## src/rtl/tbd_pkg.sv

```systemverilog
// ----------------------------------------------------------------------------
// tbd_pkg: shared types and constants of the time bucket downsampler
// Field widths, register indexes, aggregate codes and the bucket
// accumulator interface structs.
// ----------------------------------------------------------------------------
package tbd_pkg;

    localparam int TIME_W  = 48;
    localparam int VALUE_W = 32;
    localparam int SUM_W   = 56;
    localparam int COUNT_W = 24;
    localparam int INDEX_W = 16;
    localparam int EMIT_W  = 17;
    localparam int IV_W    = 32;
    localparam int FUNC_W  = 3;

    // Serial divider: one quotient bit per cycle over the full dividend
    localparam int DIV_STEPS = SUM_W;
    localparam int DIV_CNT_W = $clog2(DIV_STEPS);

    // Configuration register indexes
    localparam logic [1:0] REG_INTERVAL = 2'd0;
    localparam logic [1:0] REG_FUNC     = 2'd1;
    localparam logic [1:0] REG_MAX_OUT  = 2'd2;

    // Aggregate selector codes (any other code averages)
    localparam logic [FUNC_W-1:0] AGG_AVG   = 3'd0;
    localparam logic [FUNC_W-1:0] AGG_MIN   = 3'd1;
    localparam logic [FUNC_W-1:0] AGG_MAX   = 3'd2;
    localparam logic [FUNC_W-1:0] AGG_SUM   = 3'd3;
    localparam logic [FUNC_W-1:0] AGG_FIRST = 3'd4;
    localparam logic [FUNC_W-1:0] AGG_LAST  = 3'd5;
    localparam logic [FUNC_W-1:0] AGG_COUNT = 3'd6;

    localparam logic [IV_W-1:0]    INTERVAL_RESET = 32'd60000;
    localparam logic [INDEX_W-1:0] MAX_OUT_RESET  = 16'hFFFF;

    localparam logic [SUM_W-1:0]   SUM_MAX   = {1'b0, {(SUM_W-1){1'b1}}};
    localparam logic [SUM_W-1:0]   SUM_MIN   = {1'b1, {(SUM_W-1){1'b0}}};
    localparam logic [COUNT_W-1:0] COUNT_MAX = {COUNT_W{1'b1}};

    typedef struct packed {
        logic clear;   // zero the sum and the sample count
        logic add;     // fold one sample into the bucket
    } acc_ctrl_t;

    typedef struct packed {
        logic [SUM_W-1:0]   sum;
        logic [COUNT_W-1:0] count;
        logic [VALUE_W-1:0] head_val;
        logic [VALUE_W-1:0] tail_val;
        logic [VALUE_W-1:0] min_val;
        logic [VALUE_W-1:0] max_val;
    } acc_stat_t;

endpackage

```

## src/rtl/tbd_divider.sv

```systemverilog
// ----------------------------------------------------------------------------
// tbd_divider: bit-serial restoring divider
// Shifts the dividend out one bit per cycle into a narrow remainder and
// shifts the quotient bits back into the same register; pulses done
// once the last step is through.
// ----------------------------------------------------------------------------
module tbd_divider
    import tbd_pkg::*;
(
    input  logic               aclk,
    input  logic               aresetn,
    input  logic               start,
    input  logic [SUM_W-1:0]   dividend,
    input  logic [IV_W-1:0]    divisor,
    output logic               busy,
    output logic               done,
    output logic [SUM_W-1:0]   quotient,
    output logic [IV_W-1:0]    remainder
);

    logic                 busy_reg, busy_next;
    logic                 done_reg, done_next;
    logic [DIV_CNT_W-1:0] cnt_reg, cnt_next;
    logic [SUM_W-1:0]     shift_reg, shift_next;
    logic [IV_W-1:0]      rem_reg, rem_next;
    logic [IV_W-1:0]      dvs_reg, dvs_next;

    logic [IV_W:0] trial;
    logic [IV_W:0] diff;
    logic          fits;

    // One restoring step: bring in the next dividend bit, try a subtract
    assign trial = {rem_reg, shift_reg[SUM_W-1]};
    assign diff  = trial - {1'b0, dvs_reg};
    assign fits  = (trial >= {1'b0, dvs_reg});

    always_comb begin
        busy_next  = busy_reg;
        done_next  = 1'b0;
        cnt_next   = cnt_reg;
        shift_next = shift_reg;
        rem_next   = rem_reg;
        dvs_next   = dvs_reg;
        if (start) begin
            busy_next  = 1'b1;
            cnt_next   = '0;
            shift_next = dividend;
            rem_next   = '0;
            dvs_next   = divisor;
        end else if (busy_reg) begin
            shift_next = {shift_reg[SUM_W-2:0], fits};
            rem_next   = fits ? diff[IV_W-1:0] : trial[IV_W-1:0];
            cnt_next   = cnt_reg + 1'b1;
            if (cnt_reg == DIV_CNT_W'(DIV_STEPS - 1)) begin
                busy_next = 1'b0;
                done_next = 1'b1;
            end
        end
    end

    always_ff @(posedge aclk) begin
        if (!aresetn) begin
            busy_reg <= 1'b0;
            done_reg <= 1'b0;
            cnt_reg  <= '0;
        end else begin
            busy_reg <= busy_next;
            done_reg <= done_next;
            cnt_reg  <= cnt_next;
        end
    end

    // Datapath shift registers need no reset
    always_ff @(posedge aclk) begin
        shift_reg <= shift_next;
        rem_reg   <= rem_next;
        dvs_reg   <= dvs_next;
    end

    assign busy      = busy_reg;
    assign done      = done_reg;
    assign quotient  = shift_reg;
    assign remainder = rem_reg;

endmodule

```

## src/rtl/tbd_accum.sv

```systemverilog
// ----------------------------------------------------------------------------
// tbd_accum: open bucket accumulator
// Keeps the saturating sum, the saturating sample count and the first,
// last, minimum and maximum values of the open bucket.
// ----------------------------------------------------------------------------
module tbd_accum
    import tbd_pkg::*;
(
    input  logic               aclk,
    input  logic               aresetn,
    input  acc_ctrl_t          ctrl,
    input  logic [VALUE_W-1:0] value,
    output acc_stat_t          stat
);

    logic [SUM_W-1:0]   sum_reg, sum_next;
    logic [COUNT_W-1:0] count_reg, count_next;
    logic [VALUE_W-1:0] first_reg, first_next;
    logic [VALUE_W-1:0] last_reg, last_next;
    logic [VALUE_W-1:0] min_reg, min_next;
    logic [VALUE_W-1:0] max_reg, max_next;

    logic [SUM_W:0]     sum_wide;
    logic [SUM_W-1:0]   sum_sat;

    // Add with one guard bit, clamp at the signed bounds
    assign sum_wide = {sum_reg[SUM_W-1], sum_reg}
                    + {{(SUM_W+1-VALUE_W){value[VALUE_W-1]}}, value};

    always_comb begin
        if (sum_wide[SUM_W] != sum_wide[SUM_W-1]) begin
            sum_sat = sum_wide[SUM_W] ? SUM_MIN : SUM_MAX;
        end else begin
            sum_sat = sum_wide[SUM_W-1:0];
        end
    end

    always_comb begin
        sum_next   = sum_reg;
        count_next = count_reg;
        first_next = first_reg;
        last_next  = last_reg;
        min_next   = min_reg;
        max_next   = max_reg;
        if (ctrl.clear) begin
            sum_next   = '0;
            count_next = '0;
        end else if (ctrl.add) begin
            sum_next  = sum_sat;
            last_next = value;
            if (count_reg == '0) begin
                first_next = value;
                min_next   = value;
                max_next   = value;
            end else begin
                if ($signed(value) < $signed(min_reg)) begin
                    min_next = value;
                end
                if ($signed(value) > $signed(max_reg)) begin
                    max_next = value;
                end
            end
            if (count_reg != COUNT_MAX) begin
                count_next = count_reg + 1'b1;
            end
        end
    end

    always_ff @(posedge aclk) begin
        if (!aresetn) begin
            sum_reg   <= '0;
            count_reg <= '0;
        end else begin
            sum_reg   <= sum_next;
            count_reg <= count_next;
        end
    end

    // Value trackers are only read once the count is nonzero
    always_ff @(posedge aclk) begin
        first_reg <= first_next;
        last_reg  <= last_next;
        min_reg   <= min_next;
        max_reg   <= max_next;
    end

    assign stat.sum      = sum_reg;
    assign stat.count    = count_reg;
    assign stat.head_val = first_reg;
    assign stat.tail_val = last_reg;
    assign stat.min_val  = min_reg;
    assign stat.max_val  = max_reg;

endmodule

```

## src/rtl/time_bucket_downsampler_core.sv

```systemverilog
// ----------------------------------------------------------------------------
// time_bucket_downsampler_core: tumbling time bucket aggregation
// Groups timestamped samples into aligned buckets and emits one aggregate
// per closed bucket.
// ----------------------------------------------------------------------------
// Usage:
//   s_ channel carries one sample per transfer: time and value in s_tdata,
//   end-of-sequence mark in s_tlast. m_ channel carries one closed bucket per
//   transfer: start time, aggregate and bucket ordinal in m_tdata; m_tlast is
//   set on the last bucket that a sample produced. cfg_ writes the interval,
//   the aggregate selector and the output limit, and is always ready.
// Sequencing: one sample at a time. A sample that joins the open bucket
//   passes check and add. Opening a bucket adds the alignment modulo on the
//   serial divider. Each emitted average adds another division; other
//   aggregates skip the divider. A final sample adds one clearing step.
//   Any output stall holds the core in the load state. The bit-serial
//   divider is shared by the modulo and the average.
// Output: an emitted bucket passes the emit state, the divider wait for an
//   average, then the load state, which writes the output register.
// Reset: clears the bucket state and restores the register defaults; no
//   clearing pass. A stalled m_ holds its transfer in the output register;
//   the core waits there before loading another result.
// ----------------------------------------------------------------------------
module time_bucket_downsampler_core
    import tbd_pkg::*;
(
    input  logic           aclk,
    input  logic           aresetn,
    // sample_time [47:0], sample_value [79:48]
    input  logic [79:0]    s_tdata,
    input  logic           s_tlast,
    input  logic           s_tvalid,
    output logic           s_tready,
    // bucket_time [47:0], aggregate_value [103:48], bucket_index [119:104]
    output logic [119:0]   m_tdata,
    output logic           m_tlast,
    output logic           m_tvalid,
    input  logic           m_tready,
    input  logic           cfg_valid,
    output logic           cfg_ready,
    input  logic [1:0]     cfg_index,
    input  logic [31:0]    cfg_data
);

    localparam logic [3:0] S_IDLE  = 4'd0;
    localparam logic [3:0] S_CHECK = 4'd1;
    localparam logic [3:0] S_EMIT  = 4'd2;
    localparam logic [3:0] S_DIVW  = 4'd3;
    localparam logic [3:0] S_LOAD  = 4'd4;
    localparam logic [3:0] S_MOD   = 4'd5;
    localparam logic [3:0] S_MODW  = 4'd6;
    localparam logic [3:0] S_LIM   = 4'd7;
    localparam logic [3:0] S_ADD   = 4'd8;
    localparam logic [3:0] S_CLEAR = 4'd9;

    logic [3:0]          state_reg, state_next;

    // Configuration
    logic [IV_W-1:0]     interval_reg;
    logic [FUNC_W-1:0]   func_reg;
    logic [INDEX_W-1:0]  max_out_reg;

    // Held sample
    logic [TIME_W-1:0]   t_reg, t_next;
    logic [VALUE_W-1:0]  v_reg, v_next;
    logic                fin_reg, fin_next;

    // Sequence state
    logic                open_reg, open_next;
    logic [TIME_W-1:0]   start_reg, start_next;
    logic [TIME_W:0]     limit_reg, limit_next;
    logic [EMIT_W-1:0]   emitted_reg, emitted_next;
    logic                emit_sel_reg, emit_sel_next;

    // Output register
    logic                m_valid_reg, m_valid_next;
    logic [TIME_W-1:0]   m_time_reg, m_time_next;
    logic [SUM_W-1:0]    m_agg_reg, m_agg_next;
    logic [INDEX_W-1:0]  m_idx_reg, m_idx_next;
    logic                m_last_reg, m_last_next;

    // Submodule links
    acc_ctrl_t           acc_ctrl;
    acc_stat_t           acc_stat;
    logic                div_start;
    logic [SUM_W-1:0]    div_dividend;
    logic [IV_W-1:0]     div_divisor;
    logic                div_busy;
    logic                div_done;
    logic [SUM_W-1:0]    div_quot;
    logic [IV_W-1:0]     div_rem;

    logic [IV_W-1:0]     iv;
    logic                is_avg;
    logic                sum_neg;
    logic [SUM_W-1:0]    sum_mag;
    logic [SUM_W-1:0]    agg_value;
    logic                can_emit;
    logic                closes;
    logic                out_free;
    logic                out_load;
    logic [EMIT_W-1:0]   emitted_inc;

    assign iv       = (interval_reg == '0) ? IV_W'(1) : interval_reg;
    assign is_avg   = (func_reg == AGG_AVG) || (func_reg > AGG_COUNT);
    assign sum_neg  = acc_stat.sum[SUM_W-1];
    assign sum_mag  = sum_neg ? (~acc_stat.sum + 1'b1) : acc_stat.sum;
    assign can_emit = (emitted_reg < {1'b0, max_out_reg}) && (acc_stat.count != '0);
    assign closes   = open_reg && ({1'b0, t_reg} >= limit_reg);
    assign out_free = !m_valid_reg || m_tready;
    assign emitted_inc = emitted_reg + 1'b1;

    // Select the aggregate of the open bucket
    always_comb begin
        case (func_reg)
            AGG_MIN:   agg_value = SUM_W'($signed(acc_stat.min_val));
            AGG_MAX:   agg_value = SUM_W'($signed(acc_stat.max_val));
            AGG_SUM:   agg_value = acc_stat.sum;
            AGG_FIRST: agg_value = SUM_W'($signed(acc_stat.head_val));
            AGG_LAST:  agg_value = SUM_W'($signed(acc_stat.tail_val));
            AGG_COUNT: agg_value = SUM_W'(acc_stat.count);
            default:   agg_value = sum_neg ? (~div_quot + 1'b1) : div_quot;
        endcase
    end

    // Divider operands: alignment modulo when opening, else the average
    always_comb begin
        if (state_reg == S_MOD) begin
            div_dividend = SUM_W'(t_reg);
            div_divisor  = iv;
        end else begin
            div_dividend = sum_mag;
            div_divisor  = IV_W'(acc_stat.count);
        end
    end

    // Sequencer
    always_comb begin
        state_next    = state_reg;
        t_next        = t_reg;
        v_next        = v_reg;
        fin_next      = fin_reg;
        open_next     = open_reg;
        start_next    = start_reg;
        limit_next    = limit_reg;
        emitted_next  = emitted_reg;
        emit_sel_next = emit_sel_reg;
        m_valid_next  = m_valid_reg && !m_tready;
        m_time_next   = m_time_reg;
        m_agg_next    = m_agg_reg;
        m_idx_next    = m_idx_reg;
        m_last_next   = m_last_reg;
        acc_ctrl      = '0;
        div_start     = 1'b0;
        out_load      = 1'b0;
        case (state_reg)
            S_IDLE: begin
                if (s_tvalid) begin
                    t_next     = s_tdata[TIME_W-1:0];
                    v_next     = s_tdata[TIME_W+VALUE_W-1:TIME_W];
                    fin_next   = s_tlast;
                    state_next = S_CHECK;
                end
            end
            S_CHECK: begin
                if (closes && can_emit) begin
                    emit_sel_next = 1'b0;
                    state_next    = S_EMIT;
                end else if (!open_reg || closes) begin
                    state_next = S_MOD;
                end else begin
                    state_next = S_ADD;
                end
            end
            S_EMIT: begin
                if (is_avg) begin
                    div_start  = 1'b1;
                    state_next = S_DIVW;
                end else begin
                    state_next = S_LOAD;
                end
            end
            S_DIVW: begin
                if (div_done) begin
                    state_next = S_LOAD;
                end
            end
            S_LOAD: begin
                // Hold until the output register is free
                if (out_free) begin
                    out_load     = 1'b1;
                    m_valid_next = 1'b1;
                    m_time_next  = start_reg;
                    m_agg_next   = agg_value;
                    m_idx_next   = emitted_reg[INDEX_W-1:0];
                    m_last_next  = emit_sel_reg ||
                                   !(fin_reg && (emitted_inc < {1'b0, max_out_reg}));
                    emitted_next = emitted_inc;
                    state_next   = emit_sel_reg ? S_CLEAR : S_MOD;
                end
            end
            S_MOD: begin
                div_start  = 1'b1;
                state_next = S_MODW;
            end
            S_MODW: begin
                if (div_done) begin
                    start_next = t_reg - TIME_W'(div_rem);
                    state_next = S_LIM;
                end
            end
            S_LIM: begin
                limit_next     = {1'b0, start_reg} + (TIME_W+1)'(iv);
                open_next      = 1'b1;
                acc_ctrl.clear = 1'b1;
                state_next     = S_ADD;
            end
            S_ADD: begin
                acc_ctrl.add = 1'b1;
                if (!fin_reg) begin
                    state_next = S_IDLE;
                end else if (emitted_reg < {1'b0, max_out_reg}) begin
                    emit_sel_next = 1'b1;
                    state_next    = S_EMIT;
                end else begin
                    state_next = S_CLEAR;
                end
            end
            S_CLEAR: begin
                open_next      = 1'b0;
                emitted_next   = '0;
                acc_ctrl.clear = 1'b1;
                state_next     = S_IDLE;
            end
            default: begin
                state_next = S_IDLE;
            end
        endcase
    end

    // Control registers and configuration
    always_ff @(posedge aclk) begin
        if (!aresetn) begin
            state_reg    <= S_IDLE;
            open_reg     <= 1'b0;
            start_reg    <= '0;
            limit_reg    <= '0;
            emitted_reg  <= '0;
            emit_sel_reg <= 1'b0;
            m_valid_reg  <= 1'b0;
            interval_reg <= INTERVAL_RESET;
            func_reg     <= AGG_AVG;
            max_out_reg  <= MAX_OUT_RESET;
        end else begin
            state_reg    <= state_next;
            open_reg     <= open_next;
            start_reg    <= start_next;
            limit_reg    <= limit_next;
            emitted_reg  <= emitted_next;
            emit_sel_reg <= emit_sel_next;
            m_valid_reg  <= m_valid_next;
            if (cfg_valid) begin
                case (cfg_index)
                    REG_INTERVAL: interval_reg <= cfg_data;
                    REG_FUNC:     func_reg     <= cfg_data[FUNC_W-1:0];
                    REG_MAX_OUT:  max_out_reg  <= cfg_data[INDEX_W-1:0];
                    default:      ;
                endcase
            end
        end
    end

    // Payload registers
    always_ff @(posedge aclk) begin
        t_reg      <= t_next;
        v_reg      <= v_next;
        fin_reg    <= fin_next;
        m_time_reg <= m_time_next;
        m_agg_reg  <= m_agg_next;
        m_idx_reg  <= m_idx_next;
        m_last_reg <= m_last_next;
    end

    tbd_accum u_accum (
        .aclk    (aclk),
        .aresetn (aresetn),
        .ctrl    (acc_ctrl),
        .value   (v_reg),
        .stat    (acc_stat)
    );

    tbd_divider u_divider (
        .aclk      (aclk),
        .aresetn   (aresetn),
        .start     (div_start),
        .dividend  (div_dividend),
        .divisor   (div_divisor),
        .busy      (div_busy),
        .done      (div_done),
        .quotient  (div_quot),
        .remainder (div_rem)
    );

    assign s_tready  = (state_reg == S_IDLE);
    assign cfg_ready = 1'b1;
    assign m_tvalid  = m_valid_reg;
    assign m_tlast   = m_last_reg;
    assign m_tdata   = {m_idx_reg, m_agg_reg, m_time_reg};

    // Divider is never restarted mid-operation
    assert property (@(posedge aclk) disable iff (!aresetn)
        div_start |-> !div_busy)
        else $error("divider restarted while busy");

    // No sample is taken while a division is running
    assert property (@(posedge aclk) disable iff (!aresetn)
        s_tready |-> !div_busy)
        else $error("sample accepted during division");

    // A result is loaded only into a free output register
    assert property (@(posedge aclk) disable iff (!aresetn)
        out_load |-> (!m_valid_reg || m_tready))
        else $error("output register overwritten");

    // An open bucket between samples always holds at least one sample
    assert property (@(posedge aclk) disable iff (!aresetn)
        (s_tready && open_reg) |-> (acc_stat.count != '0))
        else $error("open bucket with no samples");

endmodule
```

## config.mk

```make
export PLATFORM = sky130hd
export DESIGN_NAME = time_bucket_downsampler_core
export DESIGN_NICKNAME = d
export VERILOG_FILES = /design/src/rtl/tbd_pkg.sv /design/src/rtl/tbd_divider.sv /design/src/rtl/tbd_accum.sv /design/src/rtl/time_bucket_downsampler_core.sv
export SDC_FILE = /design/constraint.sdc
export NUM_CORES = 2
export LEC_CHECK = 0
export ABC_CLOCK_PERIOD_IN_PS = 4800
export BUFFER_PORTS_ARGS = -buffer_cell sky130_fd_sc_hd__clkbuf_2
export CORE_AREA = 2 2 331 333
export DETAILED_ROUTE_END_ITERATION = 10
export DIE_AREA = 0 0 333 335
export GPL_TIMING_DRIVEN = 0
export PLACE_DENSITY = 0.65
export SLEW_MARGIN = 20
export SYNTH_ARGS = -nofsm -noshare
export SYNTH_HDL_FRONTEND = slang
export SYNTH_SLANG_ARGS = --single-unit
```

## constraint.sdc

```tcl
create_clock -name aclk -period 4.8 [get_ports aclk]
set_clock_uncertainty 0.15 [all_clocks]
set_input_delay 0.72 -clock aclk [delete_from_list [all_inputs] [get_ports aclk]]
set_output_delay 0.72 -clock aclk [all_outputs]
set_load 0.02 [all_outputs]
```

# After elaboration in Yosys (flattened, before gate mapping)
# Cells that the tools add are included.
[word_totals]
regBits = 710
out_inout_bits = 124
word_cells = 164
[op_classes]
addsub = 9
bitwise = 5
n_mux = 43
n_reduce_logical = 43
n_eq_ne = 27
n_lt_le_gt_ge = 7
[op_table]
columns = ["operator", "n"]
rows = [
  ["56-bit two-way mux", 7],
  ["56-bit case mux with 6 select lines", 1],
  ["32-bit two-way mux", 6],
  ["56-bit by 1-bit adder with 56-bit output, second input constant", 2],
  ["56-bit NOT", 2],
  ["56-bit by 32-bit adder with 57-bit output", 1],
  ["48-bit by 32-bit adder with 49-bit output", 1],
  ["48-bit by 49-bit >= comparator with 1-bit output", 1],
  ["48-bit by 32-bit subtractor with 48-bit output", 1],
  ["4-bit two-way mux", 9],
  ["4-bit case mux with 9 select lines", 1],
  ["17-bit by 16-bit < comparator with 1-bit output", 2],
  ["17-bit case mux with 2 select lines", 1],
  ["33-bit by 32-bit >= comparator with 1-bit output", 1],
  ["32-bit greater-than comparator", 1],
  ["32-bit logical NOT", 1],
  ["32-bit < comparator", 1],
  ["32-bit subtractor", 1],
  ["24-bit by 1-bit adder with 24-bit output, second input constant", 1],
  ["24-bit logical NOT", 1],
  ["24-bit two-way mux", 1],
  ["24-bit inequality test, second input constant", 1],
  ["24-bit nonzero test", 1],
  ["2-bit AND reduction", 9],
  ["other kinds (32)", 80],
]

# Longest topological paths before layout
[depth]
word_depth = 6
mapped_depth = 15
mapped_depth_nobuf = 15

# Cells and area by module
# From an unflattened synthesis, not the netlist that was laid out.
[hier_totals]
cells_unflattened = 4661
area_unflattened_um2 = 43347.8
[by_module_without_submodules]
columns = ["mod", "cells_per_inst", "area_per_inst_um2", "instances"]
rows = [
  ["time_bucket_downsampler_core", 2745, 24021.8, 1],
  ["tbd_accum", 1272, 12398.1, 1],
  ["tbd_divider", 644, 6927.9, 1],
]

# Worst setup path after synthesis
# Ideal clock, no wire load.
[synth_timing]
path_type = "register to register"
startpoint = "register state_reg[2]"
endpoint = "register u_accum.max_reg[0], enable pin"
n_path_buf = 2
path_stages_with_launch = 7
t_arrival_ns = 4.092
required_ns = 4.273
synth_period_minus_slack_ns = 4.618
path_slack_ns = 0.182
cell_sequence = "dfxtp_1 > clkbuf_1 > nor2_1 > nand3b_1 > clkbuf_1 > nor3_1 > a31o_2"
[synth_via]
elab_chain_cells = 5
[synth_rtl]
columns = ["item", "line", "rtl"]
rows = [
  ["from (decl)", "time_bucket_downsampler_core.sv:56", "logic [3:0] state_reg, state_next;"],
  ["from (signal assigned)", "time_bucket_downsampler_core.sv:255", "state_reg <= state_next;"],
  ["4-bit equality test / 4-bit by 3-bit equality test with 1-bit output (equally long branches)", "time_bucket_downsampler_core.sv:156", "case (state_reg)"],
  ["2-bit OR reduction (no source line)", "n/a", ""],
  ["1-bit two-way mux", "time_bucket_downsampler_core.sv:156", ""],
  ["1-bit NOT (no source line)", "n/a", ""],
  ["3-bit AND reduction (no source line) *", "n/a", ""],
  ["to (signal assigned)", "tbd_accum.sv:84", "max_reg <= max_next;"],
  ["to (decl)", "tbd_accum.sv:21", "logic [VALUE_W-1:0] max_reg, max_next;"],
]
# Every way passes the cells marked *; elsewhere a longest branch is shown, timed or not.
# A chain may end at the register's enable or synchronous reset.

# Final worst setup path
[layout_timing]
startpoint = "register interval_reg[28]"
endpoint = "register limit_reg[42]"
[layout_via]
elab_chain_cells = 3
[layout_rtl]
columns = ["item", "line", "rtl"]
rows = [
  ["from (decl)", "time_bucket_downsampler_core.sv:59", "logic [IV_W-1:0] interval_reg;"],
  ["from (signal assigned)", "time_bucket_downsampler_core.sv:264", "REG_INTERVAL: interval_reg <= cfg_data;"],
  ["32-bit logical NOT", "time_bucket_downsampler_core.sv:104", "assign iv = (interval_reg == '0) ? IV_W'(1) : interval_reg;"],
  ["32-bit two-way mux *", "time_bucket_downsampler_core.sv:104", ""],
  ["48-bit by 32-bit adder with 49-bit output *", "time_bucket_downsampler_core.sv:213", "limit_next = {1'b0, start_reg} + (TIME_W+1)'(iv);"],
  ["to (signal assigned)", "time_bucket_downsampler_core.sv:258", "limit_reg <= limit_next;"],
  ["to (decl)", "time_bucket_downsampler_core.sv:71", "logic [TIME_W:0] limit_reg, limit_next;"],
]
# Marked as above.

==> results.sh <==
export IMPL_outcome="complete, but fails checks"
export IMPL_violations="setup timing"
export IMPL_area_delta_synth_final_pct=14.75
export IMPL_peakVddDrop_v=0.0002898
export IMPL_die_x_um=333
export IMPL_slew_headroom_pct=23.84
export IMPL_rsz0062_at_grt="yes"
export IMPL_cts_tree="done"
export IMPL_setup_violations_final=1
export IMPL_worstPathRequired_ns=5.27
export IMPL_clk_pin_slew_ns=0.06
export IMPL_numCtsBuffers=83
export IMPL_drc=0
export IMPL_drtIter0Drc=4472
export IMPL_cts_root_buf="clkbuf_16"
export IMPL_synth_seq_area_share_pct=42.96
export IMPL_grt_max_degree=69
export IMPL_seq_power_share_pct=38.0
export IMPL_vias=38515
export IMPL_hold_class="in -> reg"
export IMPL_clkSinkCount=710
export IMPL_h_tree_depth=3
export IMPL_grt_pass1_vias=35430
export IMPL_drv_slew=0
export IMPL_gp_congestion=0.9940
export IMPL_start_kind="flip-flop"
export IMPL_fmax_ghz=0.2081
export IMPL_routed_wl_mm=159.2
export IMPL_ys_flop_type="edfxtp_1"
export IMPL_power_density_nw_per_um2=402.8
export IMPL_clk_latency_ns=0.69
export IMPL_ys_seq_elements=710
export IMPL_cp_arrival_ns=5.28
export IMPL_syn_nets=5075
export IMPL_sw_frac_of_total_pct=34.42
export IMPL_worst_slew_pin_slew_ns=1.142
export IMPL_synthArstFlopShare_pct=0
export IMPL_yosysUniqueCellTypes=88
export IMPL_netSwitchingPower_mw=6.813
export IMPL_finalHoldViolations=0
export IMPL_critPathMaxFanout=6
export IMPL_dr_pass1_iters=5
export IMPL_die_h_um=335
export IMPL_netlist_instances=4652
export IMPL_synthesis_area_um2=42820
export IMPL_ant_nets=0
export IMPL_grt_overflow_total=0
export IMPL_vias_per_cell=5.946
export IMPL_utilization_pct=45.46
export IMPL_power_leakage_nw=19.39
export IMPL_cp_end_kind="flip-flop"
export IMPL_grt_use_total_pct=27.52
export IMPL_wl_per_cell_um=24.57
export IMPL_io_buffer_count=241
export IMPL_combPwrFrac_pct=27.3
export IMPL_maxCapViolCount=0
export IMPL_synth_edf_count=418
export IMPL_power_internal_mw=12.98
export IMPL_hpwl_mm=124.1
export IMPL_ios=244
export IMPL_num_rows=121
export IMPL_finalPower_mw=19.79
export IMPL_start_util_pct=39.62
export IMPL_layout_min_cycle_time_ns=4.805
export IMPL_grt_first_pass_wirelength_mm=230.8
export IMPL_path_class="reg -> reg"
export IMPL_num_fill_cells=10480
export IMPL_pwr_share_clk_pct=34.7
export IMPL_nets=5416
export IMPL_fp_coreArea_um2=108100
export IMPL_setup_slack_ns=-0.004599
export IMPL_grt_antenna_before_repair=3
export IMPL_yosys_warnings=0
export IMPL_cts_buffer_depth=3
export IMPL_dieArea_um2=111600
export IMPL_avgSynthCellArea_um2=9.205
export IMPL_drive_above_1_share_pct=9.224
export IMPL_period_share_pct=100.1
## power groups by stage
| stage | Clock (mW) | Sequential, mW | Combinational (mW) |
|---|---|---|---|
| 3_5_place_dp | 0 | 7.62 | 5.25 |
| 2_1_floorplan | 0 | 7.41 | 3.73 |
| 3_3_place_gp | 0 | 7.66 | 5.17 |
| 4_1_cts | 6.93 | 7.49 | 5.29 |
| 5_1_grt | 7.16 | 7.53 | 5.90 |
| 6_report | 6.87 | 7.52 | 5.40 |
## per-layer routing
metal	wire length (um)	global-route usage, %
met5	13	0
met4	9244	14.14
met3	13790	4.250
met2	69290	42.44
met1	66840	37.38
## worst max-delay path, cell delays in order (launching register included)
cell and delay (ns):
dfxtp_1 0.59, nor4_1 0.11, nand4_1 0.31, o21bai_2 0.22
ha_1 0.26, fa_1 0.40, a21o_1 0.18, a21o_1 0.21
a21oi_1 0.24, o21bai_1 0.17, a21oi_1 0.30, nor3_2 0.15
o211ai_1 0.57, a211oi_2 0.26, or4_1 0.52, nand3_1 0.09
## worst paths after layout
path / from / endpoint / slack [ns] / depth (start not counted)
setup / recovery: interval_reg[28] / limit_reg[42] / -0.005 / 15
hold / removal: s_tdata[36] / t_reg[36] / 0.06 / 1
setup reg to reg: interval_reg[28] / limit_reg[42] / -0.005 / 15
hold reg to reg: limit_reg[12] / limit_reg[12] / 0.31 / 2
## cells in the mapped netlist (57+ instances only)
cell type,n,share of area [%]
nand4_1,72,1.1
nand3_1,111,1.3
xor2_1,168,3.4
nand2_1,504,4.4
nor2_1,231,2.0
a21oi_1,414,4.8
edfxtp_1,418,29
ha_1,299,8.7
nor3_1,64,0.75
dfxtp_1,292,14
or3_1,67,0.98
a22oi_1,72,1.3
o21ai_0,385,4.5
a21o_1,130,2.3
clkbuf_1,240,2.1
xnor2_1,80,1.6
o31ai_1,57,1.0
inv_1,254,2.2
## stage by stage
step           area (um2)  hold WS, ns  setup WS [ns]  instances   TNS (ns)
4_1_cts             49090      0.02329         0.1246       6477          0
2_1_floorplan       42820       0.2785         0.1817       4652          0
6_report            49140      0.05559      -0.004599       6478  -0.004599
3_5_place_dp        46100       0.2985        -0.8573       6320     -42.54
3_3_place_gp        45800       0.2905         -2.884       6307    -328.37
5_1_grt             49140      0.04260       -0.03494       6477   -0.03494
## final cells by class
class | instances | area (um2) | area share [%]
Clock inverter | 50 | 665.6 | 1.355
Sequential cell | 710 | 18400 | 37.44
Timing Repair Buffer | 256 | 1474 | 3.000
Multi-Input combinational cell | 3424 | 22600 | 45.99
Tap cell | 1414 | 1769 | 3.600
Clock buffer | 105 | 2262 | 4.604
Antenna cell | 1 | 2.502 | 0.005093
Inverter | 256 | 968.4 | 1.971
Buffer | 262 | 999.7 | 2.034
## cell usage in the layout (no fill, tap or decap), types with 39 or more instances in the layout
cell,netlist,final
nand2_1,504,504
edfxtp_1,418,418
a21oi_1,414,414
o21ai_0,385,384
ha_1,299,299
dfxtp_1,292,292
inv_1,254,254
clkbuf_1,240,248
clkbuf_2,0,247
nor2_1,231,231
xor2_1,168,168
a21o_1,130,130
nand3_1,111,111
clkbuf_16,0,85
xnor2_1,80,80
nand4_1,72,72
a22oi_1,72,72
or3_1,67,66
nor3_1,64,61
mux2i_1,56,56
o31ai_1,57,53
o211ai_1,53,53
and3_1,47,47
a31oi_1,47,46
maj3_1,44,44
o21a_1,43,43
a211oi_1,40,39
## what timing repair did
action | in CTS | in global routing
hold buffers | 0 | 0
cloned | 0 | 0
pin swaps | 1 | 1
endpoints found under the hold margin | 0 | 0
setup buffers | 2 | 0
endpoints found under the setup margin | 75 | 38
gates resized for setup | 12 | 9
## cells by family (layout without fill, tap and decap cells)
kind of cell             Yosys count  in the layout  synth area share, %
AO/OA/AOI/OAI                   1446           1446                21.00
XOR/XNOR                         248            248                5.072
adder cells (fa/ha/maj)          347            347                9.952
buffers and inverters            518            929                4.558
flip-flops                       710            710                42.96
multiplexers                      65             65                1.572
other                              1              2             0.008757
AND/OR/NAND/NOR                 1317           1317                14.88
Note: power is estimated with default switching activity, not from simulation.
